==> config.mk <==
export PLATFORM = sky130hd
export DESIGN_NAME = pan_tilt_tracker_with_presence
export DESIGN_NICKNAME = d
export VERILOG_FILES = /design/src/ptt_pkg.sv /design/src/pan_tilt_tracker_with_presence.sv /design/src/ptt_csr.sv /design/src/ptt_map.sv /design/src/ptt_track.sv
export SDC_FILE = /design/constraint.sdc
export NUM_CORES = 2
export LEC_CHECK = 0
export ABC_CLOCK_PERIOD_IN_PS = 14550
export BUFFER_PORTS_ARGS = -buffer_cell sky130_fd_sc_hd__buf_2
export CORE_ASPECT_RATIO = 0.8
export CORE_MARGIN = 3
export CORE_UTILIZATION = 45
export CTS_CLUSTER_DIAMETER = 80
export CTS_CLUSTER_SIZE = 20
export DETAILED_ROUTE_END_ITERATION = 16
export MAX_ROUTING_LAYER = met4
export SYNTH_ARGS = -nofsm -noshare
export SYNTH_HDL_FRONTEND = slang
export SYNTH_SLANG_ARGS = --single-unit
==> constraint.sdc <==
create_clock -name clock -period 14.55 [get_ports clock]
set_input_delay 1.455 -clock clock [delete_from_list [all_inputs] [get_ports clock]]
set_output_delay 1.455 -clock clock [all_outputs]
set_load 0.02 [all_outputs]
==> src/ptt_pkg.sv <==
// ----------------------------------------------------------------------------
// ptt_pkg
// Shared types, constants and register codes of the pan/tilt tracker.
// ----------------------------------------------------------------------------
package ptt_pkg;

   localparam int FRAME_WIDTH  = 640;
   localparam int FRAME_HEIGHT = 480;

   localparam int ANGLE_W = 8;
   localparam int TIME_W  = 32;
   localparam int CAM_W   = 16;

   // reciprocal scaling: q = (pos * |hi - lo| * RECIP) >> SHIFT
   localparam int PAN_POS_W     = $clog2(FRAME_WIDTH + 1);
   localparam int PAN_SHIFT     = $clog2(64'd256 * FRAME_WIDTH * FRAME_WIDTH);
   localparam longint PAN_RECIP = ((64'd1 << PAN_SHIFT) + FRAME_WIDTH - 1) / FRAME_WIDTH;
   localparam int PAN_RECIP_W   = $clog2(PAN_RECIP + 1);
   localparam int PAN_SCALE_W   = PAN_RECIP_W + ANGLE_W;
   localparam int PAN_PROD_W    = PAN_POS_W + PAN_SCALE_W;

   localparam int TILT_POS_W     = $clog2(FRAME_HEIGHT + 1);
   localparam int TILT_SHIFT     = $clog2(64'd256 * FRAME_HEIGHT * FRAME_HEIGHT);
   localparam longint TILT_RECIP = ((64'd1 << TILT_SHIFT) + FRAME_HEIGHT - 1) / FRAME_HEIGHT;
   localparam int TILT_RECIP_W   = $clog2(TILT_RECIP + 1);
   localparam int TILT_SCALE_W   = TILT_RECIP_W + ANGLE_W;
   localparam int TILT_PROD_W    = TILT_POS_W + TILT_SCALE_W;

   // register file
   localparam int CSR_INDEX_W = 3;
   localparam int CSR_DATA_W  = 32;

   localparam logic [CSR_INDEX_W-1:0] CSR_PAN_MIN  = 3'd0;
   localparam logic [CSR_INDEX_W-1:0] CSR_PAN_MAX  = 3'd1;
   localparam logic [CSR_INDEX_W-1:0] CSR_TILT_MIN = 3'd2;
   localparam logic [CSR_INDEX_W-1:0] CSR_TILT_MAX = 3'd3;
   localparam logic [CSR_INDEX_W-1:0] CSR_DEADBAND = 3'd4;
   localparam logic [CSR_INDEX_W-1:0] CSR_DELAY    = 3'd5;

   localparam logic [ANGLE_W-1:0] PAN_MIN_RST  = 8'd40;
   localparam logic [ANGLE_W-1:0] PAN_MAX_RST  = 8'd140;
   localparam logic [ANGLE_W-1:0] TILT_MIN_RST = 8'd50;
   localparam logic [ANGLE_W-1:0] TILT_MAX_RST = 8'd130;
   localparam logic [ANGLE_W-1:0] DEADBAND_RST = 8'd2;
   localparam logic [TIME_W-1:0]  DELAY_RST    = 32'd10000;
   localparam logic [ANGLE_W-1:0] HELD_RST     = 8'd90;

   localparam logic [PAN_SCALE_W-1:0] PAN_SCALE_RST =
      PAN_SCALE_W'((PAN_MAX_RST - PAN_MIN_RST) * PAN_RECIP);
   localparam logic [TILT_SCALE_W-1:0] TILT_SCALE_RST =
      TILT_SCALE_W'((TILT_MAX_RST - TILT_MIN_RST) * TILT_RECIP);

   localparam logic FUNC_REPORT = 1'b0;
   localparam logic FUNC_POLL   = 1'b1;

   typedef struct packed {
      logic                     func;
      logic [TIME_W-1:0]        now_ms;
      logic                     face_present;
      logic signed [CAM_W-1:0]  cam_x;
      logic signed [CAM_W-1:0]  cam_y;
   } item_type;

   typedef struct packed {
      logic [ANGLE_W-1:0]       pan_lo;
      logic                     pan_neg;
      logic [PAN_SCALE_W-1:0]   pan_scale;
      logic [ANGLE_W-1:0]       tilt_lo;
      logic                     tilt_neg;
      logic [TILT_SCALE_W-1:0]  tilt_scale;
      logic [ANGLE_W-1:0]       deadband;
      logic [TIME_W-1:0]        absence_delay_ms;
   } cfg_type;

   typedef struct packed {
      logic [ANGLE_W-1:0] pan;
      logic [ANGLE_W-1:0] tilt;
   } target_type;

   typedef struct packed {
      logic               pan_write;
      logic [ANGLE_W-1:0] pan_angle;
      logic               tilt_write;
      logic [ANGLE_W-1:0] tilt_angle;
      logic               happy_event;
      logic               sad_event;
   } result_type;

endpackage

==> src/pan_tilt_tracker_with_presence.sv <==
// ----------------------------------------------------------------------------
// pan_tilt_tracker_with_presence
// Face tracker: maps face position to pan/tilt servo angles with a deadband
// and raises happy/sad events on face return and long absence.
//
//   channel | direction | handshake       | word
//   req     | in        | valid / stall   | func, now_ms, face_present, cam_x/y
//   rsp     | out       | valid / stall   | pan/tilt write and angle, events
//   csr     | in        | write_en        | index, wdata (no read-back)
//
// One word per cycle sustained while rsp_stall is low; after its request is
// taken, a response word passes the input register, then the result register.
// The per-word path is the position-by-scale multiply in ptt_map followed by
// the deadband compare in ptt_track.
// Reset is synchronous; all but the input and result data registers reset.
// rsp_stall holds the result register, which in turn holds the input
// register and raises req_stall only when both are full.
// ----------------------------------------------------------------------------
module pan_tilt_tracker_with_presence
   import ptt_pkg::*;
(
   input  logic                    clock,
   input  logic                    reset,

   input  logic                    req_valid,
   output logic                    req_stall,
   input  logic                    req_func,
   input  logic [TIME_W-1:0]       req_now_ms,
   input  logic                    req_face_present,
   input  logic signed [CAM_W-1:0] req_cam_x,
   input  logic signed [CAM_W-1:0] req_cam_y,

   output logic                    rsp_valid,
   input  logic                    rsp_stall,
   output logic                    rsp_pan_write,
   output logic [ANGLE_W-1:0]      rsp_pan_angle,
   output logic                    rsp_tilt_write,
   output logic [ANGLE_W-1:0]      rsp_tilt_angle,
   output logic                    rsp_happy_event,
   output logic                    rsp_sad_event,

   input  logic                    csr_write_en,
   input  logic [CSR_INDEX_W-1:0]  csr_index,
   input  logic [CSR_DATA_W-1:0]   csr_wdata
);

   logic       in_valid_ff, in_valid_in;
   logic       out_valid_ff, out_valid_in;
   item_type   item_ff, item_in;
   logic       req_accept, advance;
   cfg_type    cfg;
   target_type target;
   result_type result;

   assign advance    = in_valid_ff && (!out_valid_ff || !rsp_stall);
   assign req_stall  = in_valid_ff && !advance;
   assign req_accept = req_valid && !req_stall;

   always_comb begin
      item_in.func         = req_func;
      item_in.now_ms       = req_now_ms;
      item_in.face_present = req_face_present;
      item_in.cam_x        = req_cam_x;
      item_in.cam_y        = req_cam_y;

      priority if (req_accept)
         in_valid_in = 1'b1;
      else if (advance)
         in_valid_in = 1'b0;
      else
         in_valid_in = in_valid_ff;

      priority if (advance)
         out_valid_in = 1'b1;
      else if (!rsp_stall)
         out_valid_in = 1'b0;
      else
         out_valid_in = out_valid_ff;
   end

   always_ff @(posedge clock) begin
      if (reset) begin
         in_valid_ff  <= 1'b0;
         out_valid_ff <= 1'b0;
      end else begin
         in_valid_ff  <= in_valid_in;
         out_valid_ff <= out_valid_in;
      end
   end

   always_ff @(posedge clock) begin
      if (req_accept) begin
         item_ff <= item_in;
      end
   end

   ptt_csr u_csr (
      .clock        (clock),
      .reset        (reset),
      .csr_write_en (csr_write_en),
      .csr_index    (csr_index),
      .csr_wdata    (csr_wdata),
      .cfg          (cfg)
   );

   ptt_map u_map (
      .item   (item_ff),
      .cfg    (cfg),
      .target (target)
   );

   ptt_track u_track (
      .clock   (clock),
      .reset   (reset),
      .advance (advance),
      .item    (item_ff),
      .target  (target),
      .cfg     (cfg),
      .result  (result)
   );

   assign rsp_valid       = out_valid_ff;
   assign rsp_pan_write   = result.pan_write;
   assign rsp_pan_angle   = result.pan_angle;
   assign rsp_tilt_write  = result.tilt_write;
   assign rsp_tilt_angle  = result.tilt_angle;
   assign rsp_happy_event = result.happy_event;
   assign rsp_sad_event   = result.sad_event;

   a_one_event: assert property (@(posedge clock) disable iff (reset)
      rsp_valid |-> !(rsp_happy_event && rsp_sad_event))
      else $error("happy and sad event in one word");

   a_sad_no_move: assert property (@(posedge clock) disable iff (reset)
      rsp_valid && rsp_sad_event |-> !rsp_pan_write && !rsp_tilt_write)
      else $error("axis written on a poll");

   a_input_hold: assert property (@(posedge clock) disable iff (reset)
      in_valid_ff && !advance |=> in_valid_ff && $stable(item_ff))
      else $error("blocked input word lost or changed");

   a_output_hold: assert property (@(posedge clock) disable iff (reset)
      out_valid_ff && rsp_stall |=> out_valid_ff && $stable(result))
      else $error("stalled result lost or changed");

endmodule

==> src/ptt_csr.sv <==
// ----------------------------------------------------------------------------
// ptt_csr
// Configuration registers and the per-axis scale factors derived from them.
// ----------------------------------------------------------------------------
module ptt_csr
   import ptt_pkg::*;
(
   input  logic                   clock,
   input  logic                   reset,
   input  logic                   csr_write_en,
   input  logic [CSR_INDEX_W-1:0] csr_index,
   input  logic [CSR_DATA_W-1:0]  csr_wdata,
   output cfg_type                cfg
);

   logic [ANGLE_W-1:0]      pan_min_ff, pan_max_ff, tilt_min_ff, tilt_max_ff;
   logic [ANGLE_W-1:0]      deadband_ff;
   logic [TIME_W-1:0]       delay_ff;
   logic [PAN_SCALE_W-1:0]  pan_scale_ff, pan_scale_in;
   logic [TILT_SCALE_W-1:0] tilt_scale_ff, tilt_scale_in;
   logic                    pan_neg_ff, pan_neg_in, tilt_neg_ff, tilt_neg_in;
   logic [ANGLE_W:0]        pan_diff, tilt_diff;
   logic [ANGLE_W-1:0]      pan_mag, tilt_mag;

   always_ff @(posedge clock) begin
      if (reset) begin
         pan_min_ff  <= PAN_MIN_RST;
         pan_max_ff  <= PAN_MAX_RST;
         tilt_min_ff <= TILT_MIN_RST;
         tilt_max_ff <= TILT_MAX_RST;
         deadband_ff <= DEADBAND_RST;
         delay_ff    <= DELAY_RST;
      end else if (csr_write_en) begin
         unique case (csr_index)
            CSR_PAN_MIN:  pan_min_ff  <= csr_wdata[ANGLE_W-1:0];
            CSR_PAN_MAX:  pan_max_ff  <= csr_wdata[ANGLE_W-1:0];
            CSR_TILT_MIN: tilt_min_ff <= csr_wdata[ANGLE_W-1:0];
            CSR_TILT_MAX: tilt_max_ff <= csr_wdata[ANGLE_W-1:0];
            CSR_DEADBAND: deadband_ff <= csr_wdata[ANGLE_W-1:0];
            CSR_DELAY:    delay_ff    <= csr_wdata[TIME_W-1:0];
            default: begin
            end
         endcase
      end
   end

   // span direction and magnitude, then scale by the frame reciprocal
   always_comb begin
      pan_diff      = {1'b0, pan_max_ff} - {1'b0, pan_min_ff};
      tilt_diff     = {1'b0, tilt_max_ff} - {1'b0, tilt_min_ff};
      pan_neg_in    = pan_diff[ANGLE_W];
      tilt_neg_in   = tilt_diff[ANGLE_W];
      pan_mag       = pan_neg_in ? ANGLE_W'(~pan_diff + 1'b1) : pan_diff[ANGLE_W-1:0];
      tilt_mag      = tilt_neg_in ? ANGLE_W'(~tilt_diff + 1'b1) : tilt_diff[ANGLE_W-1:0];
      pan_scale_in  = PAN_SCALE_W'(pan_mag) * PAN_SCALE_W'(PAN_RECIP);
      tilt_scale_in = TILT_SCALE_W'(tilt_mag) * TILT_SCALE_W'(TILT_RECIP);
   end

   always_ff @(posedge clock) begin
      if (reset) begin
         pan_scale_ff  <= PAN_SCALE_RST;
         tilt_scale_ff <= TILT_SCALE_RST;
         pan_neg_ff    <= 1'b0;
         tilt_neg_ff   <= 1'b0;
      end else begin
         pan_scale_ff  <= pan_scale_in;
         tilt_scale_ff <= tilt_scale_in;
         pan_neg_ff    <= pan_neg_in;
         tilt_neg_ff   <= tilt_neg_in;
      end
   end

   assign cfg.pan_lo           = pan_min_ff;
   assign cfg.pan_neg          = pan_neg_ff;
   assign cfg.pan_scale        = pan_scale_ff;
   assign cfg.tilt_lo          = tilt_min_ff;
   assign cfg.tilt_neg         = tilt_neg_ff;
   assign cfg.tilt_scale       = tilt_scale_ff;
   assign cfg.deadband         = deadband_ff;
   assign cfg.absence_delay_ms = delay_ff;

endmodule

==> src/ptt_map.sv <==
// ----------------------------------------------------------------------------
// ptt_map
// Clamp the face position to the frame and map it onto both angle ranges.
// ----------------------------------------------------------------------------
module ptt_map
   import ptt_pkg::*;
(
   input  item_type   item,
   input  cfg_type    cfg,
   output target_type target
);

   logic [PAN_POS_W-1:0]   pan_pos;
   logic [TILT_POS_W-1:0]  tilt_pos;
   logic [PAN_PROD_W-1:0]  pan_prod, pan_quo_full;
   logic [TILT_PROD_W-1:0] tilt_prod, tilt_quo_full;
   logic [ANGLE_W-1:0]     pan_quo, tilt_quo;

   always_comb begin
      priority if (item.cam_x[CAM_W-1])
         pan_pos = '0;
      else if ($unsigned(item.cam_x) > CAM_W'(FRAME_WIDTH))
         pan_pos = PAN_POS_W'(FRAME_WIDTH);
      else
         pan_pos = item.cam_x[PAN_POS_W-1:0];

      priority if (item.cam_y[CAM_W-1])
         tilt_pos = '0;
      else if ($unsigned(item.cam_y) > CAM_W'(FRAME_HEIGHT))
         tilt_pos = TILT_POS_W'(FRAME_HEIGHT);
      else
         tilt_pos = item.cam_y[TILT_POS_W-1:0];

      pan_prod      = PAN_PROD_W'(pan_pos) * PAN_PROD_W'(cfg.pan_scale);
      tilt_prod     = TILT_PROD_W'(tilt_pos) * TILT_PROD_W'(cfg.tilt_scale);
      pan_quo_full  = pan_prod >> PAN_SHIFT;
      tilt_quo_full = tilt_prod >> TILT_SHIFT;
      pan_quo       = pan_quo_full[ANGLE_W-1:0];
      tilt_quo      = tilt_quo_full[ANGLE_W-1:0];

      target.pan  = cfg.pan_neg ? cfg.pan_lo - pan_quo : cfg.pan_lo + pan_quo;
      target.tilt = cfg.tilt_neg ? cfg.tilt_lo - tilt_quo : cfg.tilt_lo + tilt_quo;
   end

endmodule

==> src/ptt_track.sv <==
// ----------------------------------------------------------------------------
// ptt_track
// Tracker state, deadband and presence events, and the result register.
// ----------------------------------------------------------------------------
module ptt_track
   import ptt_pkg::*;
(
   input  logic       clock,
   input  logic       reset,
   input  logic       advance,
   input  item_type   item,
   input  target_type target,
   input  cfg_type    cfg,
   output result_type result
);

   logic [ANGLE_W-1:0] held_pan_ff, held_pan_in, held_tilt_ff, held_tilt_in;
   logic [TIME_W-1:0]  last_seen_ff, last_seen_in;
   logic               present_ff, present_in, ever_seen_ff, ever_seen_in;
   logic               sad_done_ff, sad_done_in;
   result_type         result_ff, result_in;
   logic [TIME_W-1:0]  elapsed;
   logic               timed_out;
   logic [ANGLE_W:0]   pan_diff, tilt_diff;
   logic [ANGLE_W-1:0] pan_dist, tilt_dist;
   logic               pan_move, tilt_move;

   always_comb begin
      elapsed   = item.now_ms - last_seen_ff;
      timed_out = elapsed >= cfg.absence_delay_ms;
      pan_diff  = {1'b0, target.pan} - {1'b0, held_pan_ff};
      tilt_diff = {1'b0, target.tilt} - {1'b0, held_tilt_ff};
      pan_dist  = pan_diff[ANGLE_W] ? ANGLE_W'(~pan_diff + 1'b1) : pan_diff[ANGLE_W-1:0];
      tilt_dist = tilt_diff[ANGLE_W] ? ANGLE_W'(~tilt_diff + 1'b1) : tilt_diff[ANGLE_W-1:0];
      pan_move  = pan_dist > cfg.deadband;
      tilt_move = tilt_dist > cfg.deadband;

      held_pan_in  = held_pan_ff;
      held_tilt_in = held_tilt_ff;
      last_seen_in = last_seen_ff;
      present_in   = present_ff;
      ever_seen_in = ever_seen_ff;
      sad_done_in  = sad_done_ff;
      result_in    = '0;

      priority if (item.func == FUNC_POLL) begin
         if (!present_ff && ever_seen_ff && !sad_done_ff && timed_out) begin
            result_in.sad_event = 1'b1;
            sad_done_in         = 1'b1;
         end
      end else if (item.face_present) begin
         result_in.happy_event = !present_ff && timed_out;
         present_in            = 1'b1;
         ever_seen_in          = 1'b1;
         sad_done_in           = 1'b0;
         last_seen_in          = item.now_ms;
         result_in.pan_write   = pan_move;
         result_in.tilt_write  = tilt_move;
         if (pan_move) begin
            held_pan_in = target.pan;
         end
         if (tilt_move) begin
            held_tilt_in = target.tilt;
         end
      end else begin
         present_in = 1'b0;
      end

      result_in.pan_angle  = held_pan_in;
      result_in.tilt_angle = held_tilt_in;
   end

   always_ff @(posedge clock) begin
      if (reset) begin
         held_pan_ff  <= HELD_RST;
         held_tilt_ff <= HELD_RST;
         last_seen_ff <= '0;
         present_ff   <= 1'b0;
         ever_seen_ff <= 1'b0;
         sad_done_ff  <= 1'b0;
      end else if (advance) begin
         held_pan_ff  <= held_pan_in;
         held_tilt_ff <= held_tilt_in;
         last_seen_ff <= last_seen_in;
         present_ff   <= present_in;
         ever_seen_ff <= ever_seen_in;
         sad_done_ff  <= sad_done_in;
      end
   end

   always_ff @(posedge clock) begin
      if (advance) begin
         result_ff <= result_in;
      end
   end

   assign result = result_ff;

endmodule

# ---- Word-level counts from Yosys, hierarchy flattened
# Index checks and enable logic that the tools add are counted.
# Widths: inputs -> output; s select.
dict set report word_totals {
  in_bits 106
  out_inout_bits 22
  ff_bits 265
  word_cells 117
}
dict set report classes {
  eq_ne 7
  n_mux 25
  order_cmp 5
  n_addsub 13
  reduce_logical 27
  bitwise 6
  multipliers 4
}
# operator n
set ops {}
lappend ops {{$mux 8} 12}
lappend ops {{$sub 8x8->9} 4}
lappend ops {{$mul 10x26->35} 1}
lappend ops {{$mul 9x26->34} 1}
lappend ops {{$add 8x1->8 const B} 4}
lappend ops {{$ge 32x32->1} 1}
lappend ops {{$not 8->8} 4}
lappend ops {{$sub 32x32->32} 1}
lappend ops {{$mul 8x18->26 const B} 1}
lappend ops {{$mul 8x16->24 const B} 1}
lappend ops {{$mux 10} 2}
lappend ops {{$mux 9} 2}
lappend ops {{$add 8x8->8} 2}
lappend ops {{$gt 16x10->1 const B} 1}
lappend ops {{$gt 16x9->1 const B} 1}
lappend ops {{$gt 8x8->1} 2}
lappend ops {{$sub 8x8->8} 2}
lappend ops {{$reduce_and 2->1} 7}
lappend ops {{$mux 1} 9}
lappend ops {{$logic_and 1x1->1} 7}
lappend ops {{$eq 3x2->1 const B} 2}
lappend ops {{$eq 3x3->1 const B} 2}
lappend ops {{$logic_not 1->1} 6}
lappend ops {{$reduce_and 3->1} 2}
lappend ops {{other kinds (7)} 10}

# ---- Longest topological paths before layout
dict set report depth {
  ltp_word 14
  ltp_mapped 55
  ltp_nobuf 52
}

# ---- Hierarchy
# A second synthesis with hierarchy kept.
dict set report hier_totals {
  cells_unflattened 3605
  area_unflattened_um2 31497.7
}
# module seq_area_each_um2 instances area_per_inst_um2 cells_each
set modules_own_cells {}
lappend modules_own_cells {ptt_map 0.0 1 15100.7 1788}
lappend modules_own_cells {ptt_csr 2482.4 1 7891.3 919}
lappend modules_own_cells {ptt_track 1621.6 1 6437.4 822}
lappend modules_own_cells {pan_tilt_tracker_with_presence 2021.9 1 2068.2 76}

# ---- Worst setup path before layout
# OpenSTA, ideal clock, no wires.
dict set report synth_timing {
  kind {register to register}
  start {register item_ff[31] (netlist name)}
  end {register u_track.held_pan_ff[2]}
  slack_ns 3.572
  setup_time_ns 0.086
  synth_period_minus_slack_ns 10.978
  arrival_ns 10.893
  t_required_ns 14.464
  path_stages_with_launch 55
  path_buffers 3
  path_cell_list {edfxtp_1 -> nor4_2 -> nand2_1 -> nor2_1 -> and2_1 -> clkbuf_1 -> clkbuf_1 -> nand2_1 -> fa_1 -> inv_1 -> fa_1 -> inv_1 -> fa_1 -> inv_1 -> fa_1 -> inv_1 -> fa_1 -> inv_1 -> [19 not listed] -> xnor2_1 -> xnor2_1 -> inv_1 -> ha_1 -> a21oi_1 -> mux2i_1 -> ha_1 -> nor2b_1 -> o21a_1 -> o21a_1 -> o21a_1 -> o21a_1 -> o21ai_0 -> a21oi_1 -> clkbuf_1 -> o21ai_0 -> nor2_1 -> a211oi_1}
}
dict set report synth_via {
  elab_chain_len 14
  elab_cells_between_ends 15
  cone_classes {4 x add/sub; 1 x mul; 2 x order compare; 7 x mux; 1 x bitwise}
}
# item line_no
set synth_lines {}
lappend synth_lines {{start: declaration} pan_tilt_tracker_with_presence.sv:49} ;# item_type item_ff, item_in;
lappend synth_lines {{start signal: assignment} pan_tilt_tracker_with_presence.sv:93} ;# item_ff <= item_in;
lappend synth_lines {{$gt 16x10->1} ptt_map.sv:22} ;# else if ($unsigned(item.cam_x) > CAM_W'(FRAME_WIDTH))
lappend synth_lines {{$mux 10} ptt_map.sv:22}
lappend synth_lines {{$mux 10 *} ptt_map.sv:20} ;# priority if (item.cam_x[CAM_W-1])
lappend synth_lines {{$mul 10x26->35 *} ptt_map.sv:34} ;# pan_prod = PAN_PROD_W'(pan_pos) * PAN_PROD_W'(cfg.pan_scale);
lappend synth_lines {{$add 8x8->8 / $sub 8x8->8 (equally long branches)} ptt_map.sv:41} ;# target.pan = cfg.pan_neg ? cfg.pan_lo - pan_quo : cfg.pan_lo + pan_quo;
lappend synth_lines {{$mux 8 *} ptt_map.sv:41}
lappend synth_lines {{$sub 8x8->9} ptt_track.sv:31} ;# pan_diff = {1'b0, target.pan} - {1'b0, held_pan_ff};
lappend synth_lines {{$not 8->8} ptt_track.sv:33} ;# pan_dist = pan_diff[ANGLE_W] ? ANGLE_W'(~pan_diff + 1'b1) : pan_diff[ANGLE_W-1:0];
lappend synth_lines {{$add 8x1->8} ptt_track.sv:33}
lappend synth_lines {{$mux 8} ptt_track.sv:33}
lappend synth_lines {{$gt 8x8->1} ptt_track.sv:35} ;# pan_move = pan_dist > cfg.deadband;
lappend synth_lines {{$mux 8 *} ptt_track.sv:59} ;# if (pan_move) begin
lappend synth_lines {{$mux 8 *} ptt_track.sv:51} ;# end else if (item.face_present) begin
lappend synth_lines {{$mux 8 *} ptt_track.sv:46} ;# priority if (item.func == FUNC_POLL) begin
lappend synth_lines {{via u_track.held_pan_in[2]} ptt_track.sv:17} ;# logic [ANGLE_W-1:0] held_pan_ff, held_pan_in, held_tilt_ff, held_tilt_in;
lappend synth_lines {{end signal: assignment} ptt_track.sv:82} ;# held_pan_ff <= held_pan_in;
lappend synth_lines {{end: declaration} ptt_track.sv:17}
# The timed path passes the listed nets; every way through them passes the cells marked *.
# A chain may end at the register's enable or synchronous reset.

# ---- Worst setup path after layout
dict set report layout_timing {
  start {register item_ff[20] (netlist name)}
  end {register u_track.held_pan_ff[2]}
}
dict set report layout_via {
  elab_chain_len 14
  elab_cells_between_ends 15
  cone_classes {4 x add/sub; 1 x mul; 2 x order compare; 7 x mux; 1 x bitwise}
}
# item line_no
set layout_lines {}
lappend layout_lines {{$gt 16x10->1} ptt_map.sv:22}
lappend layout_lines {{$mux 10 *} ptt_map.sv:22}
lappend layout_lines {{$mux 10 *} ptt_map.sv:20}
lappend layout_lines {{$mul 10x26->35 *} ptt_map.sv:34}
lappend layout_lines {{$add 8x8->8 / $sub 8x8->8 (equally long branches)} ptt_map.sv:41}
lappend layout_lines {{$mux 8 *} ptt_map.sv:41}
lappend layout_lines {{$sub 8x8->9} ptt_track.sv:31}
lappend layout_lines {{$not 8->8} ptt_track.sv:33}
lappend layout_lines {{$add 8x1->8} ptt_track.sv:33}
lappend layout_lines {{$mux 8} ptt_track.sv:33}
lappend layout_lines {{$gt 8x8->1} ptt_track.sv:35}
lappend layout_lines {{$mux 8 *} ptt_track.sv:59}
lappend layout_lines {{$mux 8 *} ptt_track.sv:51}
lappend layout_lines {{$mux 8 *} ptt_track.sv:46}
lappend layout_lines {{via u_track.held_pan_in[2]} ptt_track.sv:17}
# Marks and branches as above.

==> results.yml <==
synth:
  netlist_instances: 3442
  post_synth_num_cell_types: 70
  async_flop_share_pct: 0
  avgSynthCellArea_sq_um: 8.78
  sequential_element_share_of_the_synthesized_area_pct: 20.3
  synth_fp_nets: 4252
  ys_warn_count: 0
  ys.flop_type: "sky130_fd_sc_hd__dfxtp_1"
  synth_enable_flop_cells: 86
  netlist_area_sq_um: 30200
  ys_ff_latch: 263
sta:
  grt_setup_unrepaired: "no"
  clock-skew-final_ns: 0.0406
  post-route-min-period_ns: 12.95
  period_share_pct: 89.0
  tightest_slew_ns: 1.13
  max_clock_freq_mhz: 77.2
  maxSlewViolCount: 0
  worst_rel_slew_slack_pct: 24.6
  setup-violations-final: 0
  final-hold-violation-count: 0
  setup-tns-final_ns: 0
  timing.final.ws_setup_ns: 1.60
setup_path:
  worstSetupPathType: "reg2reg"
  worst_ep_required_time_ns: 15.04
  cp_slowest_stage_delay_ns: 0.86
  timing.critical_path.slowest_stage_cell: "sky130_fd_sc_hd__and2_1"
  worst_path_arrival_ns: 13.45
  timing.critical_path.to_type: "register"
  path_common_cell: "sky130_fd_sc_hd__inv_1"
  worstPathMaxFanout: 23
  crit_path_start_kind: "register"
final_layout:
  drive_above_1_share_pct: 6.24
  multi_input_comb_area_sq_um: 21500
  finish.net_count: 4287
  layout.area.seq_sq_um: 6130
  final_util_pct: 49.1
  fillers: 6316
  areaGrowthSynthToFinish_pct: 7.32
power:
  internal-power_uw: 4240
  switching_share_pct: 49.5
  power.density_cell_area_nw_per_um2: 259
  power.clock.fraction_pct: 8.0
  power.switching_uw: 4150
  seq_power_share_pct: 13.4
  combinationalPowerShare_pct: 78.6
  max_rail_drop_vdd_v: 0.000694
  power.static_leakage_uw: 0.0158
clock_tree:
  clkTransAtPathRegs_ns: 0.08
  clock_tree_from_tritoncts: "yes"
  clockBufferDepth: 3
  post_cts_resized: 0
  clk_latency_worst_skew_pair_ns: 0.58
  cts_htree_levels: 1
  clock-root-buffer: "sky130_fd_sc_hd__clkbuf_16"
  post_cts_buffers: 0
  numCtsBuffers: 23
  cts_hold_repair.buffers: 0
  cts.sinks: 263
placement:
  place.port_buffers: 127
  placement.setup.worst_slack_ns: 1.81
  finalWeightedCongestion: 0.968
  detailedPlacementHpwl_mm: 55.7
floorplan:
  design.portCount: 128
  fp.dieH_um: 238
  die_x_um: 296
  rows: 84
  initial_core_util_pct: 45.7
  design.core.area_sq_um: 66100
  die-area_sq_um: 70300
global_routing:
  grt_pass1_wl_mm: 121
  grtUsageTotal_pct: 22.0
  number_of_antenna_violations_at_the_first_check_in_global_routing: 2
  overflow: 0
  pin_count_of_the_biggest_net_entering_global_routing: 99
  grt_pass1_vias: 22400
detailed_routing:
  ant_nets: 0
  routed_wl_mm: 73.2
  drt_pass1_iterations: 6
  drc: 0
  routed-via-count: 22700
  first_iter_violations: 1344
  avgRoutedWirePerCell_um: 16.8
  avgViaCountPerCell: 5.21
min_path:
  timing.hold.worst.class: "reg2reg"
job:
  drv_cap: 0
run_status:
  outcome: "finished, final reports clean"
cells in the mapped netlist (9+ instances only):
cell type                  number  area, sq um
sky130_fd_sc_hd__inv_1        542         2030
sky130_fd_sc_hd__nand2_1      521         1960
sky130_fd_sc_hd__fa_1         369         7390
sky130_fd_sc_hd__ha_1         335         4190
sky130_fd_sc_hd__a21oi_1      213         1070
sky130_fd_sc_hd__dfxtp_1      177         3540
sky130_fd_sc_hd__nor2_1       152          571
sky130_fd_sc_hd__and2_1       129          807
sky130_fd_sc_hd__and3_1       125          782
sky130_fd_sc_hd__xnor2_1      108          946
sky130_fd_sc_hd__clkbuf_1     104          390
sky130_fd_sc_hd__edfxtp_1      86         2580
sky130_fd_sc_hd__o21ai_0       78          390
sky130_fd_sc_hd__a21o_1        49          368
sky130_fd_sc_hd__xor2_1        45          394
sky130_fd_sc_hd__nor2b_1       38          238
sky130_fd_sc_hd__buf_1         37          139
sky130_fd_sc_hd__nand2b_1      31          194
sky130_fd_sc_hd__nand3_1       26          130
sky130_fd_sc_hd__o21a_1        26          195
sky130_fd_sc_hd__nor3_1        25          125
sky130_fd_sc_hd__o21bai_1      22          165
sky130_fd_sc_hd__a211o_1       18          158
sky130_fd_sc_hd__nand4_1       18          113
sky130_fd_sc_hd__a211oi_1      17          128
sky130_fd_sc_hd__nand3b_1      13         97.6
sky130_fd_sc_hd__mux2i_1       11          110
sky130_fd_sc_hd__a31oi_1       10         62.6
sky130_fd_sc_hd__or3_1         10         62.6
sky130_fd_sc_hd__or2_2          9         56.3
placed cells by master, fill, tap and decap left out, types with 45 or more instances in the layout:
cell / netlist / routed
sky130_fd_sc_hd__inv_1: 542 / 542
sky130_fd_sc_hd__nand2_1: 521 / 521
sky130_fd_sc_hd__fa_1: 369 / 369
sky130_fd_sc_hd__ha_1: 335 / 335
sky130_fd_sc_hd__a21oi_1: 213 / 213
sky130_fd_sc_hd__dfxtp_1: 177 / 177
sky130_fd_sc_hd__nor2_1: 152 / 149
sky130_fd_sc_hd__and2_1: 129 / 129
sky130_fd_sc_hd__buf_2: 1 / 126
sky130_fd_sc_hd__and3_1: 125 / 125
sky130_fd_sc_hd__xnor2_1: 108 / 108
sky130_fd_sc_hd__edfxtp_1: 86 / 86
sky130_fd_sc_hd__o21ai_0: 78 / 78
sky130_fd_sc_hd__a21o_1: 49 / 49
sky130_fd_sc_hd__xor2_1: 45 / 45
critical path, delay by kind of cell (launching register included):
family	cells	cell delay (ns)
AO/OA/AOI/OAI	20	4.26
flip-flops	1	0.77
adder cells (fa/ha/maj)	9	3.87
multiplexers	1	0.28
AND/OR/NAND/NOR	10	2.15
XOR/XNOR	4	0.93
buffers and inverters	8	0.64
path summary, 6_finish.rpt:
check                                               from                  endpoint  slack, ns  depth (start not counted)
worst max-delay path                         item_ff[20]    u_track.held_pan_ff[2]       1.60                         52
worst min-delay path            u_track.last_seen_ff[22]  u_track.last_seen_ff[22]       0.46                          2
worst max register to register               item_ff[20]    u_track.held_pan_ff[2]       1.60                         52
worst min register to register  u_track.last_seen_ff[22]  u_track.last_seen_ff[22]       0.46                          2
routing by layer:
metal  share of wire [%]  up-vias  track usage, %
met5                   0        -               -
met4                 1.3        0            2.93
met3                 6.7       60            4.37
met2                  41      521            31.1
met1                  51    10900            33.1
li1                    -    11200               -
kinds of logic after synthesis:
group | Yosys count | synth area share (%)
compound gates | 501 | 10.3
xor+xnor | 153 | 4.43
fa+ha+maj | 704 | 38.3
buf+inv | 685 | 8.53
flops | 263 | 20.3
mux | 14 | 0.476
simple gates | 1122 | 17.6
power groups by stage:
stage	Sequential [uW]	Combinational, uW	Clock, uW
floorplan	1020	5220	0
global placement	1140	6560	0
detailed placement	1140	6510	0
CTS	1120	6580	699
global route	1140	7460	726
finish	1130	6590	673
layout make-up:
class,instances,area share (%)
Multi-Input combinational cell,2494,66.4
Sequential cell,263,18.9
Inverter,542,6.27
Tap cell,860,3.32
Timing Repair Buffer,153,2.58
Clock buffer,30,2.08
Clock inverter,12,0.413
Antenna cell,2,0.0154
sequential cells by signal (all words and copies together) (netlist names), 8 cells and up:
signal                cells
item_ff                  66
u_csr.deadband_ff         8
u_csr.delay_ff           32
u_csr.pan_max_ff          8
u_csr.pan_min_ff          8
u_csr.pan_scale_ff       24
u_csr.tilt_max_ff         8
u_csr.tilt_min_ff         8
u_csr.tilt_scale_ff      26
u_track.held_pan_ff       8
u_track.held_tilt_ff      8
u_track.last_seen_ff     32
u_track.result           20
through the flow:
| stage | hold slack [ns] | instance area [sq um] | cells | total power, uW |
|---|---|---|---|---|
| floorplan | 0.436 | 30200 | 3442 | 6240 |
| global placement | 0.443 | 31600 | 4312 | 7700 |
| detailed placement | 0.446 | 31600 | 4312 | 7650 |
| CTS | 0.458 | 32400 | 4354 | 8400 |
| global route | 0.472 | 32400 | 4356 | 9330 |
| finish | 0.455 | 32400 | 4356 | 8390 |
Note: power is estimated with default switching activity, not from simulation.
